`src/hdl/tls_rst_pkg.sv`:
```
// tls_rst_pkg: shared types, codes and helpers of the tls record sequence tracker
// depends on nothing; imported by tls_rst_cell and tls_record_sequence_tracker
package tls_rst_pkg;

	localparam int unsigned RecordDepthDefault = 64;
	localparam int unsigned SeqW = 32;
	localparam int unsigned LenW = 15;
	localparam int unsigned RecNumW = 64;
	localparam logic [LenW-1:0] MaxRecordLen = 15'd16413;

	// request kinds
	typedef enum logic [1:0] {
		REQ_START  = 2'd0,
		REQ_PUSH   = 2'd1,
		REQ_ACK    = 2'd2,
		REQ_LOOKUP = 2'd3
	} req_t;

	// result status codes
	typedef enum logic [1:0] {
		ST_OK       = 2'd0,
		ST_MISS     = 2'd1,
		ST_FULL     = 2'd2,
		ST_LEN_ERR  = 2'd3
	} status_t;

	// one stored record
	typedef struct packed {
		logic [SeqW-1:0] end_seq;
		logic [LenW-1:0] len;
	} entry_t;

	// control from the sequencer to each cell
	typedef struct packed {
		logic   rotate;
		entry_t wr_data;
	} cell_ctl_t;

	// a is before b modulo 2^32
	function automatic logic seq_before(input logic [SeqW-1:0] a, input logic [SeqW-1:0] b);
		logic [SeqW-1:0] d;
		d = a - b;
		return d[SeqW-1];
	endfunction

endpackage

```
`src/hdl/tls_record_sequence_tracker.sv`:
```
// tls_record_sequence_tracker: top level, request sequencer over a chain of record cells
// depends on tls_rst_pkg and tls_rst_cell
//
// channel | dir | handshake          | payload
// s_*     | in  | s_tvalid/s_tready  | s_tdata seq, record_len; s_tuser req_type
// m_*     | out | m_tvalid/m_tready  | m_tdata end, len, record number; m_tuser status
// cfg_*   | in  | cfg_valid/cfg_ready| cfg_data initial_record_number
//
// start and push answer straight from idle; ack pops every covered head record, one pop per cycle
// lookup rotates the cell chain once all the way round
// reset clears control state only; cell contents are undefined until written
// a finished result waits in the output register; a new request is taken when it drains
module tls_record_sequence_tracker #(
	parameter int unsigned RECORD_DEPTH = tls_rst_pkg::RecordDepthDefault
) (
	input  logic          clk,
	input  logic          arst_n,
	input  logic          s_tvalid,
	output logic          s_tready,
	input  logic [47:0]   s_tdata,   // [31:0] seq, [46:32] record_len, [47] zero
	input  logic [1:0]    s_tuser,   // [1:0] req_type
	output logic          m_tvalid,
	input  logic          m_tready,
	output logic [111:0]  m_tdata,   // [31:0] found_end_seq, [46:32] found_len,
	                                 // [110:47] found_record_number, [111] zero
	output logic [1:0]    m_tuser,   // [1:0] status
	input  logic          cfg_valid,
	output logic          cfg_ready,
	input  logic [63:0]   cfg_data   // initial_record_number
);
	import tls_rst_pkg::*;

	localparam int unsigned CW = $clog2(RECORD_DEPTH + 1);
	localparam int unsigned IW = $clog2(RECORD_DEPTH);
	localparam logic [CW-1:0] DepthC = CW'(RECORD_DEPTH);
	localparam logic [IW-1:0] LastIdx = IW'(RECORD_DEPTH - 1);

	typedef enum logic [2:0] {
		S_IDLE = 3'b001,
		S_ACK  = 3'b010,
		S_LOOK = 3'b100
	} state_t;

	state_t              state_q;
	logic [CW-1:0]       count_q;
	logic [RecNumW-1:0]  oldest_q;
	logic [RecNumW-1:0]  init_rn_q;
	logic                hint_valid_q;
	logic [IW-1:0]       hint_off_q;
	entry_t              hint_entry_q;
	logic [SeqW-1:0]     seq_q;
	logic [IW-1:0]       idx_q;
	logic [IW-1:0]       start_q;
	logic                found_q;
	logic                out_valid_q;
	status_t             out_status_q;
	entry_t              out_entry_q;
	logic [RecNumW-1:0]  out_rn_q;

	entry_t              cells [RECORD_DEPTH];
	cell_ctl_t           ctl;
	logic [RECORD_DEPTH-1:0] wr_en;

	logic [SeqW-1:0]     in_seq;
	logic [LenW-1:0]     in_len;
	req_t                in_req;
	logic                in_fire;
	logic                pop;
	logic                hit;
	logic                hint_ok;
	logic [SeqW-1:0]     hint_start;

	assign in_seq  = s_tdata[31:0];
	assign in_len  = s_tdata[46:32];
	assign in_req  = req_t'(s_tuser);
	assign s_tready = (state_q == S_IDLE) && (!out_valid_q || m_tready);
	assign in_fire = s_tvalid && s_tready;
	assign cfg_ready = 1'b1;

	assign hint_start = hint_entry_q.end_seq - SeqW'(hint_entry_q.len);
	assign hint_ok = hint_valid_q && !seq_before(in_seq, hint_start);

	// head record is covered by the ack
	assign pop = (state_q == S_ACK) && (count_q != '0) && !seq_before(seq_q, cells[0].end_seq);
	// record at the head of the rotation ends after the query
	assign hit = (state_q == S_LOOK) && !found_q && (idx_q >= start_q)
		&& (CW'(idx_q) < count_q)
		&& seq_before(seq_q, cells[0].end_seq);

	// cell control
	always_comb begin
		ctl.rotate = pop || (state_q == S_LOOK);
		ctl.wr_data.end_seq = in_seq + SeqW'(in_len);
		ctl.wr_data.len = in_len;
		if (in_req == REQ_START) begin
			ctl.wr_data.end_seq = in_seq;
			ctl.wr_data.len = '0;
		end
	end

	// the chain of cells
	for (genvar k = 0; k < RECORD_DEPTH; k++) begin : g_cell
		localparam int unsigned Nxt = (k == RECORD_DEPTH - 1) ? 0 : k + 1;
		assign wr_en[k] = in_fire && (
			(in_req == REQ_START && k == 0) ||
			(in_req == REQ_PUSH && in_len <= MaxRecordLen && count_q < DepthC
				&& count_q == CW'(k)));
		tls_rst_cell u_cell (
			.clk   (clk),
			.ctl   (ctl),
			.wr_en (wr_en[k]),
			.nxt   (cells[Nxt]),
			.cur   (cells[k])
		);
	end

	// configuration register
	always_ff @(posedge clk or negedge arst_n) begin
		if (!arst_n) begin
			init_rn_q <= '0;
		end else if (cfg_valid && cfg_ready) begin
			init_rn_q <= cfg_data;
		end
	end

	// request sequencer and ring bookkeeping
	always_ff @(posedge clk or negedge arst_n) begin
		if (!arst_n) begin
			state_q      <= S_IDLE;
			count_q      <= '0;
			oldest_q     <= '0;
			hint_valid_q <= 1'b0;
			hint_off_q   <= '0;
			hint_entry_q <= '0;
			seq_q        <= '0;
			out_valid_q  <= 1'b0;
			out_status_q <= ST_OK;
			out_entry_q  <= '0;
			out_rn_q     <= '0;
			found_q      <= 1'b0;
			idx_q        <= '0;
			start_q      <= '0;
		end else begin
			if (m_tvalid && m_tready) begin
				out_valid_q <= 1'b0;
			end
			case (state_q)
				S_IDLE: begin
					if (in_fire) begin
						seq_q <= in_seq;
						out_entry_q <= '0;
						out_rn_q <= '0;
						out_status_q <= ST_OK;
						case (in_req)
							REQ_START: begin
								count_q <= CW'(1);
								oldest_q <= init_rn_q - RecNumW'(1);
								hint_valid_q <= 1'b0;
								hint_off_q <= '0;
								out_valid_q <= 1'b1;
							end
							REQ_PUSH: begin
								out_valid_q <= 1'b1;
								if (in_len > MaxRecordLen) begin
									out_status_q <= ST_LEN_ERR;
								end else if (count_q >= DepthC) begin
									out_status_q <= ST_FULL;
								end else begin
									count_q <= count_q + CW'(1);
								end
							end
							REQ_ACK: begin
								if (hint_valid_q && !seq_before(in_seq, hint_entry_q.end_seq)) begin
									hint_valid_q <= 1'b0;
								end
								state_q <= S_ACK;
							end
							default: begin
								idx_q <= '0;
								found_q <= 1'b0;
								start_q <= hint_ok ? hint_off_q : '0;
								state_q <= S_LOOK;
							end
						endcase
					end
				end
				S_ACK: begin
					if (pop) begin
						count_q <= count_q - CW'(1);
						oldest_q <= oldest_q + RecNumW'(1);
						if (hint_off_q == '0) begin
							hint_valid_q <= 1'b0;
						end else begin
							hint_off_q <= hint_off_q - IW'(1);
						end
					end else begin
						out_status_q <= ST_OK;
						out_valid_q <= 1'b1;
						state_q <= S_IDLE;
					end
				end
				S_LOOK: begin
					if (hit) begin
						found_q <= 1'b1;
						out_entry_q <= cells[0];
						out_rn_q <= oldest_q + RecNumW'(idx_q);
						if (!hint_valid_q || seq_before(hint_entry_q.end_seq, cells[0].end_seq)) begin
							hint_valid_q <= 1'b1;
							hint_off_q <= idx_q;
							hint_entry_q <= cells[0];
						end
					end
					idx_q <= idx_q + IW'(1);
					if (idx_q == LastIdx) begin
						out_status_q <= (found_q || hit) ? ST_OK : ST_MISS;
						out_valid_q <= 1'b1;
						state_q <= S_IDLE;
					end
				end
				default: begin
					state_q <= S_IDLE;
				end
			endcase
		end
	end

	assign m_tvalid = out_valid_q;
	assign m_tuser  = out_status_q;
	assign m_tdata  = {1'b0, out_rn_q, out_entry_q.len, out_entry_q.end_seq};

	// ring never holds more records than cells
	a_count_bound: assert property (@(posedge clk) disable iff (!arst_n)
		count_q <= DepthC) else $error("record count above depth");

	// a valid hint points inside the held records
	a_hint_inside: assert property (@(posedge clk) disable iff (!arst_n)
		hint_valid_q |-> (CW'(hint_off_q) < count_q)) else $error("hint outside ring");

	// no request is taken while an ack or lookup is at work
	a_busy_stall: assert property (@(posedge clk) disable iff (!arst_n)
		(state_q != S_IDLE) |-> !s_tready) else $error("request taken while busy");

	// a lookup ends after exactly one full rotation
	a_look_len: assert property (@(posedge clk) disable iff (!arst_n)
		(state_q == S_LOOK && idx_q == LastIdx) |=> (state_q == S_IDLE && out_valid_q))
		else $error("lookup did not finish");

endmodule

```
`src/hdl/tls_rst_cell.sv`:
```
// tls_rst_cell: one record slot of the ring chain
// depends on tls_rst_pkg
module tls_rst_cell (
	input  logic                  clk,
	input  tls_rst_pkg::cell_ctl_t ctl,
	input  logic                  wr_en,
	input  tls_rst_pkg::entry_t   nxt,
	output tls_rst_pkg::entry_t   cur
);
	import tls_rst_pkg::*;

	entry_t entry_q;

	// rotate from the neighbor, else take a write
	always_ff @(posedge clk) begin
		if (ctl.rotate) begin
			entry_q <= nxt;
		end else if (wr_en) begin
			entry_q <= ctl.wr_data;
		end
	end

	assign cur = entry_q;

endmodule
```
`config.mk`:
```
export PLATFORM = sky130hd
export DESIGN_NAME = tls_record_sequence_tracker
export DESIGN_NICKNAME = d
export VERILOG_FILES = /design/src/hdl/tls_rst_pkg.sv /design/src/hdl/tls_record_sequence_tracker.sv /design/src/hdl/tls_rst_cell.sv
export SDC_FILE = /design/constraint.sdc
export NUM_CORES = 2
export LEC_CHECK = 0
export BUFFER_PORTS_ARGS = -buffer_cell sky130_fd_sc_hd__buf_2
export CORE_UTILIZATION = 50
export CTS_CLUSTER_SIZE = 10
export DETAILED_ROUTE_END_ITERATION = 12
export PLACE_DENSITY = 0.66
export SLEW_MARGIN = 25
export SYNTH_ARGS = -nofsm -noshare
export SYNTH_HDL_FRONTEND = slang
export SYNTH_SLANG_ARGS = --single-unit
```
`constraint.sdc`:
```
create_clock -name clk -period 7.73 [get_ports clk]
set_clock_uncertainty 0.15 [all_clocks]
set_input_delay 0.773 -clock clk [delete_from_list [all_inputs] [get_ports clk]]
set_output_delay 0.773 -clock clk [all_outputs]
set_load 0.01 [all_outputs]
```
* After elaboration in Yosys (flattened, before gate mapping) *
Index checks and enable logic that the tools add are counted.

cells by class
  magnitude comparators = 6
  multiplexer cells = 187
  $add $sub $neg = 13
  reductions and logical operators = 237
  eq/ne operators = 85
  bitwise logic cells = 1

operator list
  operator                 number
  $mux W47                 131
  $mux W64                 5
  $pmux W64 S2             2
  $eq A7 B6 Y1 const B     32
  $logic_and A1 B1 Y1      141
  $reduce_bool A2 Y1       66
  $sub A32 B32 Y32         4
  $eq A7 B5 Y1 const B     16
  $pmux W47 S2             1
  $add A64 B1 Y64 const B  1
  $add A64 B6 Y64          1
  $sub A64 B1 Y64 const B  1
  $eq A7 B4 Y1 const B     8
  $mux W6                  9
  $add A32 B15 Y32         1
  $sub A32 B15 Y32         1
  $eq A7 B3 Y1 const B     4
  $mux W7                  4
  $pmux W7 S2              2
  $pmux W6 S3              1
  $reduce_and A4 Y1        4
  $gt A15 B15 Y1 const B   1
  $le A15 B15 Y1 const B   1
  $mux W1                  15
  other kinds (43)         77

word-level totals
  output and inout bits = 117
  word-level logic and storage cells = 674
  bits of input ports = 119
  register bits = 3359

* Logic depth before layout (Yosys ltp) *
  word-level depth = 9
  depth in mapped cells = 15
  mapped depth without buffers = 13

* Cells and area by module *
Synthesis repeated with hierarchy kept, for this count alone.

second synthesis, totals
  cells, all modules = 9085
  area, all modules = 155431.6 µm²

by module, submodules not included
  module                       cells each  area each (µm²)  sequential area each (µm²)  times used
  tls_rst_cell                 100         2062.0           1411.4                      64
  tls_record_sequence_tracker  2685        23465.0          8784.7                      1

* Least setup slack after synthesis *
OpenSTA, ideal clock, no wires.

  kind = input-to-reg
  from = input port s_tdata[40]
  to = register g_cell[61].u_cell.entry_q (netlist bit g_cell[61].u_cell.cur[0]) (enable)
  path slack = 1.623 ns
  buffers on the path = 2
  data arrival time = 5.441 ns
  stages on the path = 8
  setup time = 0.517 ns
  required time = 7.063 ns
  path through = nor4_1 a41oi_1 nor2_1 and3_1 clkbuf_1 nand4_1 clkbuf_1 o21ai_0

between the ends
  word-level cells in the longest chain between the ends = 6

RTL lines
  element                           line                                text
  start: declaration                tls_record_sequence_tracker.sv:20   input logic [47:0] s_tdata,
  $le A15 B15 Y1                    tls_record_sequence_tracker.sv:106  (in_req == REQ_PUSH && in_len <= MaxRecordLen && count_q < DepthC
  $logic_and A1 B1 Y1 (2 in a row)  tls_record_sequence_tracker.sv:106
  $logic_and A1 B1 Y1               tls_record_sequence_tracker.sv:107  && count_q == CW'(k)));
  $logic_and A1 B1 Y1               tls_record_sequence_tracker.sv:104  assign wr_en[k] = in_fire && (
  $reduce_bool A2 Y1 (no line)      n/a
  end signal: assignment            tls_rst_cell.sv:17                  entry_q <= nxt;
  end signal: assignment            tls_rst_cell.sv:19                  entry_q <= ctl.wr_data;
  end: declaration                  tls_rst_cell.sv:12                  entry_t entry_q;

Every way passes these cells.
A chain may end at the register's enable or synchronous reset.

* Final worst setup path *
  from = register g_cell[0].u_cell.entry_q (netlist bit g_cell[0].u_cell.cur[45])
  to = register g_cell[16].u_cell.entry_q (netlist bit g_cell[16].u_cell.cur[10]) (data pin)

between the ends
  word-level cells in the longest chain between the ends = 5

RTL lines
  element                   line                               text
  start: declaration        tls_rst_cell.sv:12
  start signal: assignment  tls_rst_cell.sv:17
  start signal: assignment  tls_rst_cell.sv:19
  $sub A32 B32 Y32          tls_rst_pkg.sv:42                  d = a - b;
  $logic_not A1 Y1          tls_record_sequence_tracker.sv:84  assign pop = (state_q == S_ACK) && (count_q != '0) && !seq_before(seq_q, cells[0].end_seq);
  $logic_and A1 B1 Y1       tls_record_sequence_tracker.sv:84
  $logic_or A1 B1 Y1        tls_record_sequence_tracker.sv:92  ctl.rotate = pop || (state_q == S_LOOK);
  $mux W47                  tls_rst_cell.sv:16                 if (ctl.rotate) begin
  end signal: assignment    tls_rst_cell.sv:17
  end signal: assignment    tls_rst_cell.sv:19
  end: declaration          tls_rst_cell.sv:12

Every way passes these cells.

==> summary.txt <==
outcome -> completed
Resize count post-CTS -> 0
library cell with the largest summed area after synthesis -> sky130_fd_sc_hd__edfxtp_1
clock sink total -> 3359
count of mapped cells out of synthesis -> 9439
clock tree from TritonCTS -> yes
DRC viols -> 0
Post-Synthesis Net Count -> 9744
wire length of the first global-routing pass -> 533.4 mm
worst-case hold path end point -> seq_q[20]
Routed WL -> 351.4 mm
min-delay src -> s_tdata[20]
remaining antenna violation count after routing -> 0
vias per cell -> 6.084
final HPWL from detailed placement -> 207.3 mm
number of antenna violations at the first check in global routing -> 23
number of flip-flops and latches in the synthesized netlist -> 3359
DRC violation total after the first TritonRoute iteration -> 7828
Setup crit start -> g_cell[0].u_cell.cur[45]
peak supply drop -> 0.2319 mV
clock buffer depth -> 4
clock network latency to the later pin of the worst-skew pair -> 0.92 ns
most frequent cells in the layout -> 3008 x sky130_fd_sc_hd__edfxtp_1, 2522 x sky130_fd_sc_hd__a21o_1, 508 x sky130_fd_sc_hd__o21a_1
total of buffers placed on input and output ports -> 232
via count -> 81590
routed wirelength normalized by instance count -> 26.20 um
cell area after synthesis -> 139800 um2
post-synth top area share -> 64.63%
pin count of the biggest net entering global routing -> 223
post-synthesis area per instance -> 14.81 um2
number of buffers and inverters on the critical path -> 5
Setup crit end kind -> flip-flop
Hold Violations, Final -> 0
worst min-delay path class -> input port to flip-flop
Overflow after GRT -> 0
classification of the worst setup path -> flip-flop to flip-flop
number of buffers created by CTS -> 383
dominant register cell in the synthesized netlist -> sky130_fd_sc_hd__edfxtp_1
fin nets -> 9876
FFs w/ async S/R, synth -> 10.45%
unrepaired setup endpoints after global routing -> false
fraction of final layout cells sized beyond drive strength 1 -> 11.78%
highest routing layer actually used -> met5
number of stages on the worst hold path -> 3
kind of cell adding the most delay to the critical path -> simple AND/OR/NAND/NOR gates
Met1 Wirelength -> 154.1 mm
GRT Util Overall -> 25.01%
clock-pin transition on the worst setup and hold timing paths -> 0.06 ns
ratio of final minimum period to clock period -> 77.89%
Max-cap violations -> 0
FILL cells -> 21830
Power per Cell Area -> 319.4 nW/um2
GP Congestion -> 0.9052
max-slew violation total from the final report -> 0
minimum setup slack after placement -> 1.721 ns
maximum cell stage delay along the critical path -> 0.85 ns
synthesis-to-finish area growth -> 12.20%
highest net fanout along the worst path -> 86
core footprint -> 277200 um2
width of the die -> 530.7 um
most frequent standard cell in the layout excluding fill and tap cells -> sky130_fd_sc_hd__edfxtp_1
startpoint class of the critical path -> flip-flop
Most common cell on crit path -> sky130_fd_sc_hd__buf_12
Unique masters post-synth -> 91
area of combinational cells with multiple inputs -> 37430 um2
met3 WL -> 20.79 mm
vias in the first global route -> 82460
Least-Margin Pin Slew -> 1.205 ns
num ports -> 236
Power, Total -> 50.09 mW
vertical die dimension -> 530.7 um
cell chain of the critical path -> inv_1, ha_1, nand4_1, nor4_1, nand3_1, o21ai_1, or4b_1, and2_1, nand2_4, buf_12, buf_12, buf_12, buf_4, a21o_1
sum of met2 wire segment lengths after detailed routing -> 166.4 mm
total of warnings raised by yosys -> 0
startpoint of the lowest-slack register-to-register path -> g_cell[0].u_cell.cur[45]
endpoint of the worst register-to-register path -> g_cell[16].u_cell.cur[10]
site row count -> 193
number of flops mapped to enable cells by yosys -> 3008
area occupied by registers -> 99110 um2
Worst Slack Setup Final -> 1.709 ns
post-synthesis sequential area ratio -> 70.91%
die area -> 281600 um2
H-tree level count -> 5
depth of the critical timing path with buffers and inverters included -> 14
starting density of the core -> 50.42%
Leak -> 65.69 nW
post-route setup TNS -> 0 ns
CTS Root Cell -> sky130_fd_sc_hd__clkbuf_16
path depth of the worst reg2reg path -> 14
max_slew headroom -> 19.03%
CP required -> 8.23 ns
TritonRoute pass-1 iters -> 6
Final Critical Period -> 6.021 ns
top cells by area in the synthesized netlist -> sky130_fd_sc_hd__edfxtp_1 65%, sky130_fd_sc_hd__a21o_1 14%, sky130_fd_sc_hd__dfrtp_1 6.3%, sky130_fd_sc_hd__o21a_1 2.7%, sky130_fd_sc_hd__buf_2 1.5%
fmax -> 166.1 MHz
Crit path arrival time -> 6.52 ns
setup violation total in the final timing report -> 0
Register-to-Register Setup Slack -> 1.71 ns
Slowest cell on crit path -> sky130_fd_sc_hd__nor4_1
==> synthesized netlist by cell type (35+ instances only) <==
library cell / instances
sky130_fd_sc_hd__a21o_1: 2522
sky130_fd_sc_hd__nand3_1: 127
sky130_fd_sc_hd__dfrtp_1: 350
sky130_fd_sc_hd__edfxtp_1: 3008
sky130_fd_sc_hd__mux2_2: 62
sky130_fd_sc_hd__buf_4: 35
sky130_fd_sc_hd__xnor2_1: 84
sky130_fd_sc_hd__clkbuf_1: 291
sky130_fd_sc_hd__nor3_1: 74
sky130_fd_sc_hd__nor2_1: 205
sky130_fd_sc_hd__o21ai_0: 302
sky130_fd_sc_hd__a21oi_1: 158
sky130_fd_sc_hd__nand4_1: 50
sky130_fd_sc_hd__ha_1: 162
sky130_fd_sc_hd__o21a_1: 508
sky130_fd_sc_hd__inv_1: 168
sky130_fd_sc_hd__or3_1: 38
sky130_fd_sc_hd__xor2_1: 60
sky130_fd_sc_hd__buf_2: 429
sky130_fd_sc_hd__a31o_2: 50
sky130_fd_sc_hd__nand2_1: 322
==> report_power, final <==
| part | leakage, nW | internal [mW] | switching [mW] |
|---|---|---|---|
| registers | 31.8 | 23.2 | 1.11 |
| logic | 28.7 | 3.35 | 6.27 |
| clock network | 5.18 | 9.17 | 6.95 |
==> what timing repair did <==
action	4_1_cts	5_1_grt
hold buffers	84	0
setup buffers	0	0
endpoints found under the hold margin	153	0
==> cell type report <==
class | instances | area share [%]
inverters | 168 | 0.4021
clock inverters | 36 | 0.3479
clock buffers | 473 | 6.445
flip-flops and latches | 3359 | 63.20
repair buffers | 540 | 2.758
well taps | 3705 | 2.956
multi-input cells | 5119 | 23.87
diodes | 11 | 0.01755
==> registers in the layout, indices dropped and copies added, names as in the netlist, 6 cells and up <==
signal             cells
out_rn_q              64
hint_off_q             6
hint_entry_q          47
m_tdata               47
g_cell.u_cell.cur   3008
oldest_q              64
start_q                6
count_q                7
init_rn_q             64
seq_q                 32
idx_q                  6
==> how the worst max path moves through the flow <==
stage	end	slack (ns)
after floorplan	g_cell[61].u_cell.cur[0]	1.62
after detailed placement	g_cell[33].u_cell.cur[21]	1.72
after global placement	g_cell[45].u_cell.cur[0]	1.80
final	g_cell[16].u_cell.cur[10]	1.71
after CTS	g_cell[33].u_cell.cur[21]	1.66
after global routing	g_cell[33].u_cell.cur[21]	1.51
==> per-stage QoR <==
step / utilization, % / hold slack [ns] / area (um2) / cells
after floorplan: - / 0.2963 / 139800 / 9439
after global placement: 52.29 / 0.3160 / 145000 / 12800
final: 56.57 / 0.07509 / 156800 / 13410
after detailed placement: 52.36 / 0.3196 / 145200 / 12800
after global routing: 56.56 / 0.04243 / 156800 / 13410
after CTS: 56.51 / 0.001385 / 156700 / 13400
==> worst reg2reg max path, stage by stage, from the launching register on <==
cell	delay [ns]
sky130_fd_sc_hd__edfxtp_1	0.37
sky130_fd_sc_hd__inv_1	0.14
sky130_fd_sc_hd__ha_1	0.34
sky130_fd_sc_hd__nand4_1	0.20
sky130_fd_sc_hd__nor4_1	0.85
sky130_fd_sc_hd__nand3_1	0.17
sky130_fd_sc_hd__o21ai_1	0.47
sky130_fd_sc_hd__or4b_1	0.25
sky130_fd_sc_hd__and2_1	0.64
sky130_fd_sc_hd__nand2_4	0.60
sky130_fd_sc_hd__buf_12	0.48
sky130_fd_sc_hd__buf_12	0.23
sky130_fd_sc_hd__buf_12	0.21
sky130_fd_sc_hd__buf_4	0.44
sky130_fd_sc_hd__a21o_1	0.23
==> routing by layer <==
layer / vias to the layer above / track usage, %
li1: 35800 / -
met1: 42770 / 35.82
met2: 2495 / 39.81
met3: 510 / 3.328
met4: 16 / 7.744
met5: - / 0
==> kinds of logic (layout without fill, tap and decap cells) <==
| group | after synthesis | in the layout | share of synthesized area (%) |
|---|---|---|---|
| AOI/OAI and AO/OA | 3730 | 3730 | 19.32 |
| adders and majority gates | 186 | 186 | 1.794 |
| xor gates and xnor gates | 144 | 144 | 0.9024 |
| muxes | 65 | 65 | 0.5210 |
| and+or+nand+nor | 992 | 992 | 3.460 |
| DFF | 3359 | 3359 | 70.91 |
| buffers and inverters | 961 | 1217 | 3.080 |
| other | 2 | 13 | 0.005373 |
No activity file was read; power rests on OpenSTA's default activity.
